`src/hdl/swmm_pkg.sv`:
```
// Package for the sliding window min/max core: widths, defaults, tree node type, port
// control struct and the node merge function used by the controller.
// No dependencies.
package swmm_pkg;

	localparam int MAX_WINDOW_DEF = 1024;
	localparam int SAMPLE_W       = 32;
	localparam int WSIZE_W        = 11;

	typedef logic signed [SAMPLE_W-1:0] sample_t;

	typedef struct packed {
		sample_t mn;
		sample_t mx;
	} swmm_node_t;

	typedef struct packed {
		logic wr_en;
		logic rd_a_en;
		logic rd_b_en;
	} swmm_mem_ctl_t;

	function automatic swmm_node_t swmm_merge(swmm_node_t a, swmm_node_t b);
		swmm_node_t r;
		r.mn = (b.mn < a.mn) ? b.mn : a.mn;
		r.mx = (b.mx > a.mx) ? b.mx : a.mx;
		return r;
	endfunction

endpackage

```
`src/hdl/swmm_ctrl.sv`:
```
// Sequencer for the sliding window min/max core: leaf update, ancestor
// refresh, bottom-up range query over the tree memory and the output register.
// Depends on swmm_pkg.
module swmm_ctrl import swmm_pkg::*; #(
	parameter int MAX_WINDOW = MAX_WINDOW_DEF,
	parameter int NODE_AW    = $clog2(2 * MAX_WINDOW_DEF)
) (
	input  logic                clk,
	input  logic                arst_n,
	input  logic                in_valid,
	output logic                in_stall,
	input  sample_t             sample,
	input  logic                start_req,
	input  logic [WSIZE_W-1:0]  window_size,
	output logic                out_valid,
	input  logic                out_stall,
	output sample_t             window_min,
	output sample_t             window_max,
	output swmm_mem_ctl_t       mem_ctl,
	output logic [NODE_AW-1:0]  wr_addr,
	output swmm_node_t          wr_data,
	output logic [NODE_AW-1:0]  rd_a_addr,
	output logic [NODE_AW-1:0]  rd_b_addr,
	input  swmm_node_t          rd_a_data,
	input  swmm_node_t          rd_b_data
);

	localparam int LEAF_AW = $clog2(MAX_WINDOW);
	localparam int CNT_W   = $clog2(MAX_WINDOW + 1);
	localparam int QW      = NODE_AW + 1;
	localparam int CMP_W   = (WSIZE_W > CNT_W) ? WSIZE_W : CNT_W;

	typedef enum logic [4:0] {
		ST_IDLE = 5'b00001,
		ST_UPD  = 5'b00010,
		ST_QSET = 5'b00100,
		ST_QRUN = 5'b01000,
		ST_OUT  = 5'b10000
	} state_t;

	state_t state_q, state_d;
	logic [LEAF_AW-1:0] wp_q, wp_d;
	logic [CNT_W-1:0]   fill_q, fill_d;
	logic               emit_q, emit_d;
	logic               second_q, second_d;
	logic               ua_q, ua_d;
	logic               ub_q, ub_d;
	logic               out_valid_q, out_valid_d;

	logic [NODE_AW-1:0] node_q, node_d;
	swmm_node_t         cur_q, cur_d;
	swmm_node_t         acc_q, acc_d;
	logic [LEAF_AW-1:0] newest_q, newest_d;
	logic [LEAF_AW-1:0] wm1_q, wm1_d;
	logic [QW-1:0]      l_q, l_d, r_q, r_d, l2_q, l2_d, r2_q, r2_d;
	sample_t            out_min_q, out_max_q;
	logic               out_load;

	logic               accept;
	logic [CMP_W-1:0]   ws_ext;
	logic [CNT_W-1:0]   w_eff;
	logic [LEAF_AW-1:0] wp_cur;
	logic [CNT_W-1:0]   fill_base;
	logic [CNT_W-1:0]   fill_new;
	logic [NODE_AW-1:0] leaf_idx;
	logic [NODE_AW-1:0] par_idx;
	swmm_node_t         samp_node;
	swmm_node_t         acc_a;

	assign in_stall  = (state_q != ST_IDLE);
	assign accept    = in_valid && !in_stall;
	assign out_valid = out_valid_q;
	assign window_min = out_min_q;
	assign window_max = out_max_q;

	assign samp_node.mn = sample;
	assign samp_node.mx = sample;

	always_comb begin
		ws_ext = CMP_W'(window_size);
		if (ws_ext == '0) begin
			w_eff = CNT_W'(1);
		end else if (ws_ext > CMP_W'(MAX_WINDOW)) begin
			w_eff = CNT_W'(MAX_WINDOW);
		end else begin
			w_eff = CNT_W'(ws_ext);
		end
		wp_cur    = start_req ? '0 : wp_q;
		fill_base = start_req ? '0 : fill_q;
		fill_new  = (fill_base == CNT_W'(MAX_WINDOW)) ? fill_base : fill_base + 1'b1;
		leaf_idx  = NODE_AW'(MAX_WINDOW) + NODE_AW'(wp_cur);
		par_idx   = node_q >> 1;
	end

	always_comb begin
		acc_a = ua_q ? swmm_merge(acc_q, rd_a_data) : acc_q;
		acc_d = ub_q ? swmm_merge(acc_a, rd_b_data) : acc_a;

		state_d     = state_q;
		wp_d        = wp_q;
		fill_d      = fill_q;
		emit_d      = emit_q;
		second_d    = second_q;
		ua_d        = 1'b0;
		ub_d        = 1'b0;
		node_d      = node_q;
		cur_d       = cur_q;
		newest_d    = newest_q;
		wm1_d       = wm1_q;
		l_d         = l_q;
		r_d         = r_q;
		l2_d        = l2_q;
		r2_d        = r2_q;
		out_load    = 1'b0;
		mem_ctl     = '0;
		wr_addr     = leaf_idx;
		wr_data     = samp_node;
		rd_a_addr   = NODE_AW'(l_q);
		rd_b_addr   = NODE_AW'(r_q - 1'b1);

		unique case (state_q)
			ST_IDLE: begin
				if (accept) begin
					mem_ctl.wr_en   = 1'b1;
					mem_ctl.rd_a_en = 1'b1;
					rd_a_addr       = leaf_idx ^ NODE_AW'(1);
					wp_d     = (wp_cur == LEAF_AW'(MAX_WINDOW - 1)) ? '0 : wp_cur + 1'b1;
					fill_d   = fill_new;
					emit_d   = (fill_new >= w_eff);
					newest_d = wp_cur;
					wm1_d    = LEAF_AW'(w_eff - 1'b1);
					node_d   = leaf_idx;
					cur_d    = samp_node;
					acc_d    = samp_node;
					state_d  = ST_UPD;
				end
			end
			ST_UPD: begin
				mem_ctl.wr_en = 1'b1;
				wr_addr       = par_idx;
				wr_data       = swmm_merge(cur_q, rd_a_data);
				cur_d         = wr_data;
				node_d        = par_idx;
				if (par_idx != NODE_AW'(1)) begin
					mem_ctl.rd_a_en = 1'b1;
					rd_a_addr       = par_idx ^ NODE_AW'(1);
				end else begin
					state_d = emit_q ? ST_QSET : ST_IDLE;
				end
			end
			ST_QSET: begin
				if (newest_q >= wm1_q) begin
					l_d      = QW'(MAX_WINDOW) + QW'(newest_q - wm1_q);
					second_d = 1'b0;
				end else begin
					l_d      = QW'(MAX_WINDOW);
					second_d = 1'b1;
				end
				r_d     = QW'(MAX_WINDOW) + QW'(newest_q) + 1'b1;
				l2_d    = QW'(2 * MAX_WINDOW) + QW'(newest_q) - QW'(wm1_q);
				r2_d    = QW'(2 * MAX_WINDOW);
				state_d = ST_QRUN;
			end
			ST_QRUN: begin
				if (l_q < r_q) begin
					mem_ctl.rd_a_en = l_q[0];
					mem_ctl.rd_b_en = r_q[0];
					ua_d = l_q[0];
					ub_d = r_q[0];
					l_d  = (l_q + QW'(l_q[0])) >> 1;
					r_d  = (r_q - QW'(r_q[0])) >> 1;
				end else if (second_q) begin
					l_d      = l2_q;
					r_d      = r2_q;
					second_d = 1'b0;
				end else begin
					state_d = ST_OUT;
				end
			end
			ST_OUT: begin
				if (!out_valid_q || !out_stall) begin
					out_load = 1'b1;
					state_d  = ST_IDLE;
				end
			end
			default: begin
				state_d = ST_IDLE;
			end
		endcase

		if (out_load) begin
			out_valid_d = 1'b1;
		end else if (out_valid_q && !out_stall) begin
			out_valid_d = 1'b0;
		end else begin
			out_valid_d = out_valid_q;
		end
	end

	always_ff @(posedge clk or negedge arst_n) begin
		if (!arst_n) begin
			state_q     <= ST_IDLE;
			wp_q        <= '0;
			fill_q      <= '0;
			emit_q      <= 1'b0;
			second_q    <= 1'b0;
			ua_q        <= 1'b0;
			ub_q        <= 1'b0;
			out_valid_q <= 1'b0;
		end else begin
			state_q     <= state_d;
			wp_q        <= wp_d;
			fill_q      <= fill_d;
			emit_q      <= emit_d;
			second_q    <= second_d;
			ua_q        <= ua_d;
			ub_q        <= ub_d;
			out_valid_q <= out_valid_d;
		end
	end

	always_ff @(posedge clk) begin
		node_q   <= node_d;
		cur_q    <= cur_d;
		acc_q    <= acc_d;
		newest_q <= newest_d;
		wm1_q    <= wm1_d;
		l_q      <= l_d;
		r_q      <= r_d;
		l2_q     <= l2_d;
		r2_q     <= r2_d;
		if (out_load) begin
			out_min_q <= acc_q.mn;
			out_max_q <= acc_q.mx;
		end
	end

endmodule

```
`config.mk`:
```
export PLATFORM = sky130hd
export DESIGN_NAME = swmm_ctrl
export DESIGN_NICKNAME = d
export VERILOG_FILES = /design/src/hdl/swmm_pkg.sv /design/src/hdl/swmm_ctrl.sv
export SDC_FILE = /design/constraint.sdc
export NUM_CORES = 1
export LEC_CHECK = 0
export ABC_AREA = 1
export BUFFER_PORTS_ARGS = -buffer_cell sky130_fd_sc_hd__buf_2
export CAP_MARGIN = 20
export CORE_MARGIN = 8
export CORE_UTILIZATION = 30
export DETAILED_ROUTE_END_ITERATION = 12
export GPL_TIMING_DRIVEN = 0
export PLACE_DENSITY_LB_ADDON = 0.08
export RECOVER_POWER = 50
export SETUP_SLACK_MARGIN = 0.15
export SKIP_LAST_GASP = 1
export SLEW_MARGIN = 20
export SYNTH_ARGS = -nofsm -noshare
export SYNTH_HDL_FRONTEND = slang
export SYNTH_SLANG_ARGS = --single-unit
```
`constraint.sdc`:
```
create_clock -name clk -period 5.74 [get_ports clk]
set_input_delay 0.574 -clock clk [delete_from_list [all_inputs] [get_ports clk]]
set_output_delay 0.574 -clock clk [all_outputs]
set_load 0.1 [all_outputs]
```
**Word-level counts from Yosys, hierarchy flattened**

Index checks and enable logic that the tools add are counted.

- Output and inout bits: 166
- Bits of input ports: 176
- Register bits after elaboration: 290
- Word-level logic and storage cells: 131

- Bitwise logic cells: 2
- Multiplexer cells: 56
- Reduce and logical (&&, ||, !) cells: 15
- Eq/ne operators: 15
- Order comparisons: 10
- Add/sub/neg operators: 13

Operator list:

| cell | count |
|---|---|
| 64-bit 2-to-1 mux | 6 |
| 32-bit 2-to-1 mux | 6 |
| 64-bit case mux with 2 select lines | 1 |
| 32-bit greater-than comparator | 3 |
| 32-bit < comparator | 3 |
| 11-bit 2-to-1 mux | 8 |
| 12-bit 2-to-1 mux | 5 |
| 12-bit case mux with 2 select lines | 2 |
| 11-bit case mux with 2 select lines | 2 |
| 5-bit 2-to-1 mux | 5 |
| 5-bit case mux with 5 select lines | 1 |
| 10-bit 2-to-1 mux | 2 |
| 11-bit by 10-bit adder with 12-bit output, first input constant | 1 |
| 11-bit by 12-bit adder with 12-bit output, first input constant | 1 |
| 12-bit by 1-bit adder with 12-bit output | 1 |
| 12-bit by 1-bit adder with 12-bit output, second input constant | 1 |
| 12-bit by 10-bit adder with 12-bit output, first input constant | 1 |
| 12-bit < comparator | 1 |
| 1-bit 2-to-1 mux | 12 |
| 12-bit by 1-bit subtractor with 12-bit output | 1 |
| 12-bit by 10-bit subtractor with 12-bit output | 1 |
| 11-bit by 1-bit adder with 11-bit output, second input constant | 1 |
| 11-bit by 10-bit adder with 11-bit output, first input constant | 1 |
| 11-bit equality test, second input constant | 1 |
| other kinds (29) | 44 |

**Logic depth before layout (Yosys ltp)**

Gate-level depths: netlist (run 1).

- Depth after elaboration: 8
- Gate-level depth with buffers: 34
- Mapped depth without buffers: 32

**Worst setup path after synthesis (run 1)**

Ideal clock, no wire load.

- Kind: input -> register
- From: input rd_a_data[19] (netlist bit)
- To: register cur_q[10] (netlist bit), data pin
- Data required time: 5.117 ns
- Path slack: 0.455 ns
- Buffers on the path: 1
- Library setup time: 0.623 ns
- Cell stages on the path: 14
- Arrival time: 4.662 ns
- Path through: ha_1 a21oi_1 o21ai_0 a21oi_1 nor2_1 o21ai_0 a21oi_1 a2111oi_0 o21ai_0 xnor2_1 nand2_1 clkbuf_1 nor2_1 o21ai_0

- Longest elaborated chain between the ends: 3

Ends and longest elaborated chain:

| what | RTL line | source |
|---|---|---|
| from (decl) | swmm_ctrl.sv:24 | `input swmm_node_t rd_a_data,` |
| 32-bit greater-than comparator | swmm_pkg.sv:26 | `r.mx = (b.mx > a.mx) ? b.mx : a.mx;` |
| 32-bit 2-to-1 mux | swmm_pkg.sv:26 |  |
| 64-bit case mux with 2 select lines | swmm_ctrl.sv:121 | `unique case (state_q)` |
| to (signal assigned) | swmm_ctrl.sv:224 | `cur_q <= cur_d;` |
| to (decl) | swmm_ctrl.sv:51 | `swmm_node_t cur_q, cur_d;` |

Every way passes these cells.
A chain may end at the register's enable or synchronous reset.

==> results of run 1 <==
-- routing by layer --
| metal | vias up | wire (um) | part of all wire | GRT usage |
|---|---|---|---|---|
| li1 | 8765 | - | - | - |
| met1 | 8481 | 33030 | 0.41 | 0.2548 |
| met2 | 535 | 39170 | 0.49 | 0.3752 |
| met3 | 119 | 4803 | 0.060 | 0.03948 |
| met4 | 10 | 2533 | 0.032 | 0.07521 |
| met5 | - | 63 | 0.00079 | 0 |
-- repair_timing --
action / in CTS / in global routing
pin swaps: 0 / 3
endpoints found under the hold margin: 0 / 0
buffers inserted: 2 / 1
endpoints found under the setup margin: 86 / 95
resized for setup: 22 / 40
-- layout make-up --
type | instances | area share
Antenna cell | 13 | 0.001380
Buffer | 78 | 0.01571
Clock buffer | 55 | 0.04650
Clock inverter | 15 | 0.01072
Inverter | 391 | 0.06227
Multi-Input combinational cell | 1602 | 0.4105
Sequential cell | 289 | 0.3345
Tap cell | 855 | 0.04539
Timing Repair Buffer | 350 | 0.07299
-- worst max-delay path by stage --
stage	startpoint	to	slack, ns	cells past startpoint
floorplan	rd_a_data[19]	cur_q[10]	0.45	14
global placement	rd_a_data[29]	acc_q[5]	-0.99	26
detailed placement	rd_a_data[3]	acc_q[5]	-1.07	28
CTS	acc_q[3]	acc_q[5]	0.09	29
global route	cur_q[17]	wr_data[0]	0.11	18
finish	cur_q[63]	wr_data[44]	0.24	11
-- sequential cells by signal, indices dropped and copies added (netlist names), 5 cells and up --
| signal | count |
|---|---|
| wp_q | 10 |
| window_max | 32 |
| l_q | 12 |
| acc_q | 64 |
| wm1_q | 10 |
| fill_q | 11 |
| node_q | 10 |
| l2_q | 12 |
| state_q | 5 |
| window_min | 32 |
| newest_q | 10 |
| r_q | 12 |
| cur_q | 64 |
-- kinds of logic (layout without fill, tap and decap cells) --
family,after synthesis,count (layout),share of synthesized area
simple gates,884,884,0.1924
buf+inv,469,889,0.09338
compound gates,440,440,0.1341
flops,289,289,0.4089
fa+ha+maj,229,229,0.1490
xor+xnor,49,49,0.02226
other cells,0,13,0
-- worst max-delay path, cell delays in order (launching register included) --
cell,delay [ns]
edfxtp_1,0.32
inv_1,0.05
ha_1,0.38
nand4_1,0.19
nor4_1,0.99
nand4_1,0.40
nand2_1,0.27
xnor2_2,0.30
clkbuf_1,0.65
o211ai_1,0.15
nand2_1,0.18
buf_2,0.46
-- cells in the mapped netlist (30+ instances only) --
cell type,instances
clkbuf_1,57
nor2_1,106
ha_1,228
nand2_1,580
nand3_1,86
a21oi_1,107
dfxtp_1,64
xor2_1,37
inv_1,387
dfrtp_1,30
o21ai_0,190
nand4_1,55
edfxtp_1,194
o21bai_1,36
o211ai_1,44
-- stage by stage --
step / instance area, um^2 / utilization / hold WS, ns / worst slack (ns) / power, mW
floorplan: 19280 / - / 0.2784 / 0.4549 / 8.838
global placement: 22050 / 0.3446 / 0.4159 / -0.9943 / 11.03
detailed placement: 22210 / 0.3470 / 0.4151 / -1.069 / 11.12
CTS: 23640 / 0.3693 / 0.1007 / 0.08549 / 13.85
global route: 23550 / 0.3680 / 0.2738 / 0.1146 / 14.70
finish: 23570 / 0.3683 / 0.2662 / 0.2356 / 13.74
-- power groups by stage --
stage,Combinational [mW],Clock (mW),Sequential (mW)
finish,7.67,2.64,3.43
global route,8.43,2.78,3.49
CTS,7.70,2.71,3.44
detailed placement,7.65,0,3.47
global placement,7.51,0,3.52
floorplan,5.45,0,3.39
==> metrics.md, run 1 <==
| Metric | Value |
|---|---|
| First-pass DRT Iterations | `6` |
| Area of the multi-input gates | `9676 um^2` |
| Core Rows | `a little over 90` |
| GR Overflow Total | `0` |
| Status | `finished with violations` |
| Avg Inst Size Synth | `8.170 um^2` |
| Seq. cell area | `7884 um^2` |
| Post-synth top area share | `0.3021` |
| Hold endpoint | `acc_q[51]` |
| Power Density | `around 580 nW/um^2` |
| Fin Setup TNS | `0 ns` |
| Sw power | `7.166 mW` |
| Clock Pin Slew Worst Setup and Hold Paths | `0.06 ns` |
| Final period utilization | `0.9590` |
| DRC violations left | `0` |
| Worst Skew | `0.02420 ns` |
| Min Tclk post-route | `between 5 and 6 ns` |
| Req. time, crit path | `5.17 ns` |
| Most frequent cells in the layout | `nand2_1, inv_1, buf_2` |
| First-pass GRT wire length | `116900 um` |
| Final ANT Viol Nets | `0` |
| Combinational Power Share | `0.558` |
| Layout filler cell count | `roughly 6800` |
| Ranking of synthesized cells by area | `edfxtp_1, ha_1, nand2_1` |
| Synth Cell Area | `19280 um^2` |
| CTS tree | `yes` |
| Cell accounting for the most synthesized area | `edfxtp_1` |
| WS Path Type | `flip-flop to output port` |
| Io pins | `342` |
| Clock Tree Buf Depth | `3` |
| Sequential power share | `0.250` |
| Max Fclk | `around 0.18 GHz` |
| Post-synth EDFFs | `194` |
| Peak VDD IR | `0.5376 mV` |
| Syn Nets | `2765` |
| H-tree depth | `2` |
| Worst R2R Setup Slack | `0.46 ns` |
| PortBufs | `340` |
| Wire per inst | `21.82 um` |
| Synth cell types | `53` |
| Detailed-route vias per instance | `between 4 and 5` |
| Crit path max fanout | `10` |
| Placer Congestion | `0.9010` |
| Vias in the first global route | `18521` |
| Clk sink count | `289` |
| Initial Util | `0.3013` |
| Routed wire length | `79610 um` |
| Crit path capture type | `output port` |
| Synth Flop Type | `edfxtp_1` |
| Critical path arrival | `4.93 ns` |
| Slew @ Worst Pin | `1.789 ns` |
| Final setup violating endpoints | `0` |
| Die Span X | `269.5 um` |
| Final nets | `3156` |
| Initial antenna violation count | `20` |
| Gr usage total | `0.2119` |
| Hold Path Class | `input pin to flip-flop` |
| Worst Hold Launch | `sample[19]` |
| Max_cap viols | `2` |
| P_leak | `11.36 nW` |
| Max-slew violation count | `52` |
| Clock share of power | `0.192` |
| RR Startpoint | `acc_q[63]` |
| Drt initial violations | `1125` |
| Power Internal | `6.569 mW` |
| CTS Root Cell | `clkbuf_16` |
| Startpoint Class | `flip-flop` |
| #FFs+latches synth | `289` |
| Reg2Reg Depth | `26` |
| Hold Path Depth | `3` |
| Dpl hpwl | `64190 um` |
| Largest net degree at the start of global routing | `32` |
| Share of post-route cells with drive strength above 1 | `0.1399` |
| Syn Inst Count | `2360` |
| Core area | `64000 um^2` |
| Warning count from the yosys run | `0` |
| Switching part of the total | `0.5217` |
| Register area share after synthesis | `0.4089` |
| Hold Violations, Final | `0` |
| Failing checks | `max-capacitance violations, max-slew violations` |
| Clk_lat worst skew | `0.57 ns` |
| Die height | `269.5 um` |
| Via count | `17910` |
| RSZ-0062 raised after global routing | `true` |
| Cts hold-fix bufs | `0` |
| R2R Path End | `acc_q[35]` |
| DP Cell Count | `3561` |
| Ys async rst share | `0.1073` |
| Area grow syn2layout | `22.24%` |
| Die area | `72640 um^2` |
| Most common cell after layout, fill and taps aside | `nand2_1` |
| TritonCTS Buffers | `39` |
| Relative slew slack | `-0.1927` |
| Non-filler cells, final | `3648` |
Note: power is estimated with default switching activity, not from simulation.
==> run 2: changes to the inputs <==
--- a/config.mk
+++ b/config.mk
@@ -10,6 +10,7 @@
 export CAP_MARGIN = 20
 export CORE_MARGIN = 8
 export CORE_UTILIZATION = 30
+export CTS_CLUSTER_SIZE = 16
 export DETAILED_ROUTE_END_ITERATION = 12
 export GPL_TIMING_DRIVEN = 0
 export PLACE_DENSITY_LB_ADDON = 0.08
==> constraint.sdc (replaced) <==
create_clock -name clk -period 6.25 [get_ports clk]
set_input_delay 0.625 -clock clk [delete_from_list [all_inputs] [get_ports clk]]
set_output_delay 0.625 -clock clk [all_outputs]
set_load 0.1 [all_outputs]
==> metrics.md, run 2 (synthesis results as in run 1) <==
| Metric | Value |
|---|---|
| Min Tclk post-route | `5.868 ns` |
| Max Fclk | `0.1704 GHz` |
| Gr usage total | `0.2119` |
| Largest registers | `acc_q (64), cur_q (64)` |
| Clk sink count | `289` |
| Combinational Power Share | `0.557` |
| Die Span X | `269.5 um` |
| Clock share of power | `0.193` |
| Drt initial violations | `1181` |
| Initial Util | `0.3013` |
| Final period utilization | `0.9389` |
| Final core utilization | `0.3666` |
| Share of post-route cells with drive strength above 1 | `0.1346` |
| Max-slew violation count | `52` |
| Clk_lat worst skew | `0.57 ns` |
| First-pass GRT wire length | `116900 um` |
| Io pins | `342` |
| Relative slew slack | `-0.2077` |
| Peak VDD IR | `0.4929 mV` |
| Area grow syn2layout | `21.69%` |
| Status | `finished with violations` |
| DP Cell Count | `approximately 3600` |
| Clock Tree Buf Depth | `3` |
| Most common cell after layout, fill and taps aside | `nand2_1` |
| First-pass DRT Iterations | `5` |
| Max_cap viols | `2` |
| H-tree depth | `2` |
| Hold Path Class | `input pin to flip-flop` |
| TritonCTS Buffers | `39` |
| PortBufs | `between 300 and 400` |
| Initial antenna violation count | `20` |
| Crit path capture type | `output port` |
| Critical path arrival | `5.24 ns` |
| Switching part of the total | `0.5221` |
| Hold Violations, Final | `0` |
| Sequential power share | `0.251` |
| Layout filler cell count | `6779` |
| GR Overflow Total | `0` |
| Clock Pin Slew Worst Setup and Hold Paths | `0.06 ns` |
| Detailed-route vias per instance | `4.895` |
| Non-filler cells, final | `3647` |
| Core area | `64000 um^2` |
| Req. time, crit path | `5.62 ns` |
| DRC violations left | `0` |
| CTS tree | `yes` |
| Final setup violating endpoints | `0` |
| Dpl hpwl | `around 64000 um` |
| Power Internal | `~6.0 mW` |
| Final ANT Viol Nets | `0` |
| RSZ-0062 raised after global routing | `false` |
| Total power | `between 10 and 15 mW` |
| CTS Root Cell | `clkbuf_16` |
| Slew @ Worst Pin | `1.812 ns` |
| Sw power | `6.563 mW` |
| Power Density | `535.8 nW/um^2` |
| Crit path max fanout | `10` |
| Failing checks | `max-capacitance violations, max-slew violations` |
| Via count | `17852` |
| Routed wire length | `79520 um` |
| Placer Congestion | `0.9010` |
| Die area | `72640 um^2` |
| Die height | `269.5 um` |
| Core Rows | `93` |
| Startpoint Class | `flip-flop` |
| Most frequent cells in the layout | `nand2_1, inv_1, buf_2` |
| Wire per inst | `between 20 and 25 um` |
| WS Path Type | `flip-flop to output port` |
| P_leak | `between 10 and 15 nW` |
| Vias in the first global route | `18489` |
| Final nets | `3154` |
| Largest net degree at the start of global routing | `32` |
| Hold slack final | `0.3159 ns` |
| Worst Skew | `0.02599 ns` |
[run 2: changes by cell type in the layout (fill, tap and decap cells not counted), moves of 2 or more]
cell,before,now
buf_2,267,279
buf_4,5,2
clkbuf_1,130,139
clkbuf_2,13,7
clkbuf_4,14,1
nor4_2,0,2
nor4_4,2,0
o21ai_0,188,190
o21ai_1,4,2
[run 2: routing by layer]
layer | vias to the layer above | global-route usage | part of all wire
met2 | 483 | 0.3756 | 0.49
met4 | 8 | 0.07351 | 0.031
met1 | 8495 | 0.2550 | 0.42
met3 | 114 | 0.03939 | 0.055
li1 | 8752 | - | -
met5 | - | 0 | 0.00065
[run 2: worst max-delay path, stage by stage (launching register included)]
cell      delay (ns)
edfxtp_1        0.32
inv_1           0.05
ha_1            0.32
nand2_1         0.11
inv_1           0.07
nand3_1         0.06
nor3_1          0.39
inv_1           0.15
nor3_1          0.70
inv_1           0.08
o21ai_0         0.23
xnor2_1         0.09
nand2_1         0.40
clkbuf_1        0.53
nor2_1          0.08
o21ai_0         0.53
buf_2           0.54
[run 2: final cells by class]
| type | count | area (um^2) | share of cell area |
|---|---|---|---|
| diodes | 14 | 35.03 | 0.001493 |
| plain buffers | 78 | 349.1 | 0.01488 |
| clock buffers | 55 | 1096 | 0.04671 |
| clock inverters | 15 | 252.7 | 0.01077 |
| inverters | 391 | 1468 | 0.06255 |
| multi-input cells | 1602 | 9635 | 0.4107 |
| flip-flops and latches | 289 | 7884 | 0.3360 |
| well taps | 855 | 1070 | 0.04559 |
| repair buffers | 348 | 1674 | 0.07135 |
[run 2: power groups by stage]
stage	sequential [mW]	combinational, mW	clock, mW
after floorplan	3.12	5.00	0
after global placement	3.23	6.90	0
after detailed placement	3.19	7.02	0
after CTS	3.16	7.06	2.48
after global routing	3.21	7.70	2.55
final	3.15	7.00	2.42
[run 2: per-stage QoR]
step / setup TNS [ns] / worst slack (ns) / area [um^2]
after floorplan: 0 / 0.9123 / 19280
after global placement: -55.32 / -0.5353 / 22050
after detailed placement: -16.34 / -0.6101 / 22210
after CTS: 0 / 0.1637 / 23580
after global routing: 0 / 0.07395 / 23440
final: 0 / 0.3816 / 23460
[run 2: final timing paths]
check / startpoint / to / slack (ns) / cells past startpoint
worst min-delay path: sample[19] / acc_q[51] / 0.32 / 3
worst max-delay path: cur_q[31] / wr_data[30] / 0.38 / 16
max in group asynchronous: arst_n / fill_q[10] / 4.64 / 1
min in group asynchronous: arst_n / fill_q[5] / 0.56 / 1
worst max register to register: acc_q[3] / acc_q[5] / 0.47 / 28
worst min register to register: acc_q[48] / window_min[16] / 0.43 / 0
[run 2: what timing repair did]
| action | 4_1_cts | 5_1_grt |
|---|---|---|
| buffers inserted | 0 | 1 |
| resized for setup | 9 | 13 |
| endpoints found under the setup margin | 30 | 33 |
| cloned | 0 | 0 |
| hold buffers | 0 | 0 |
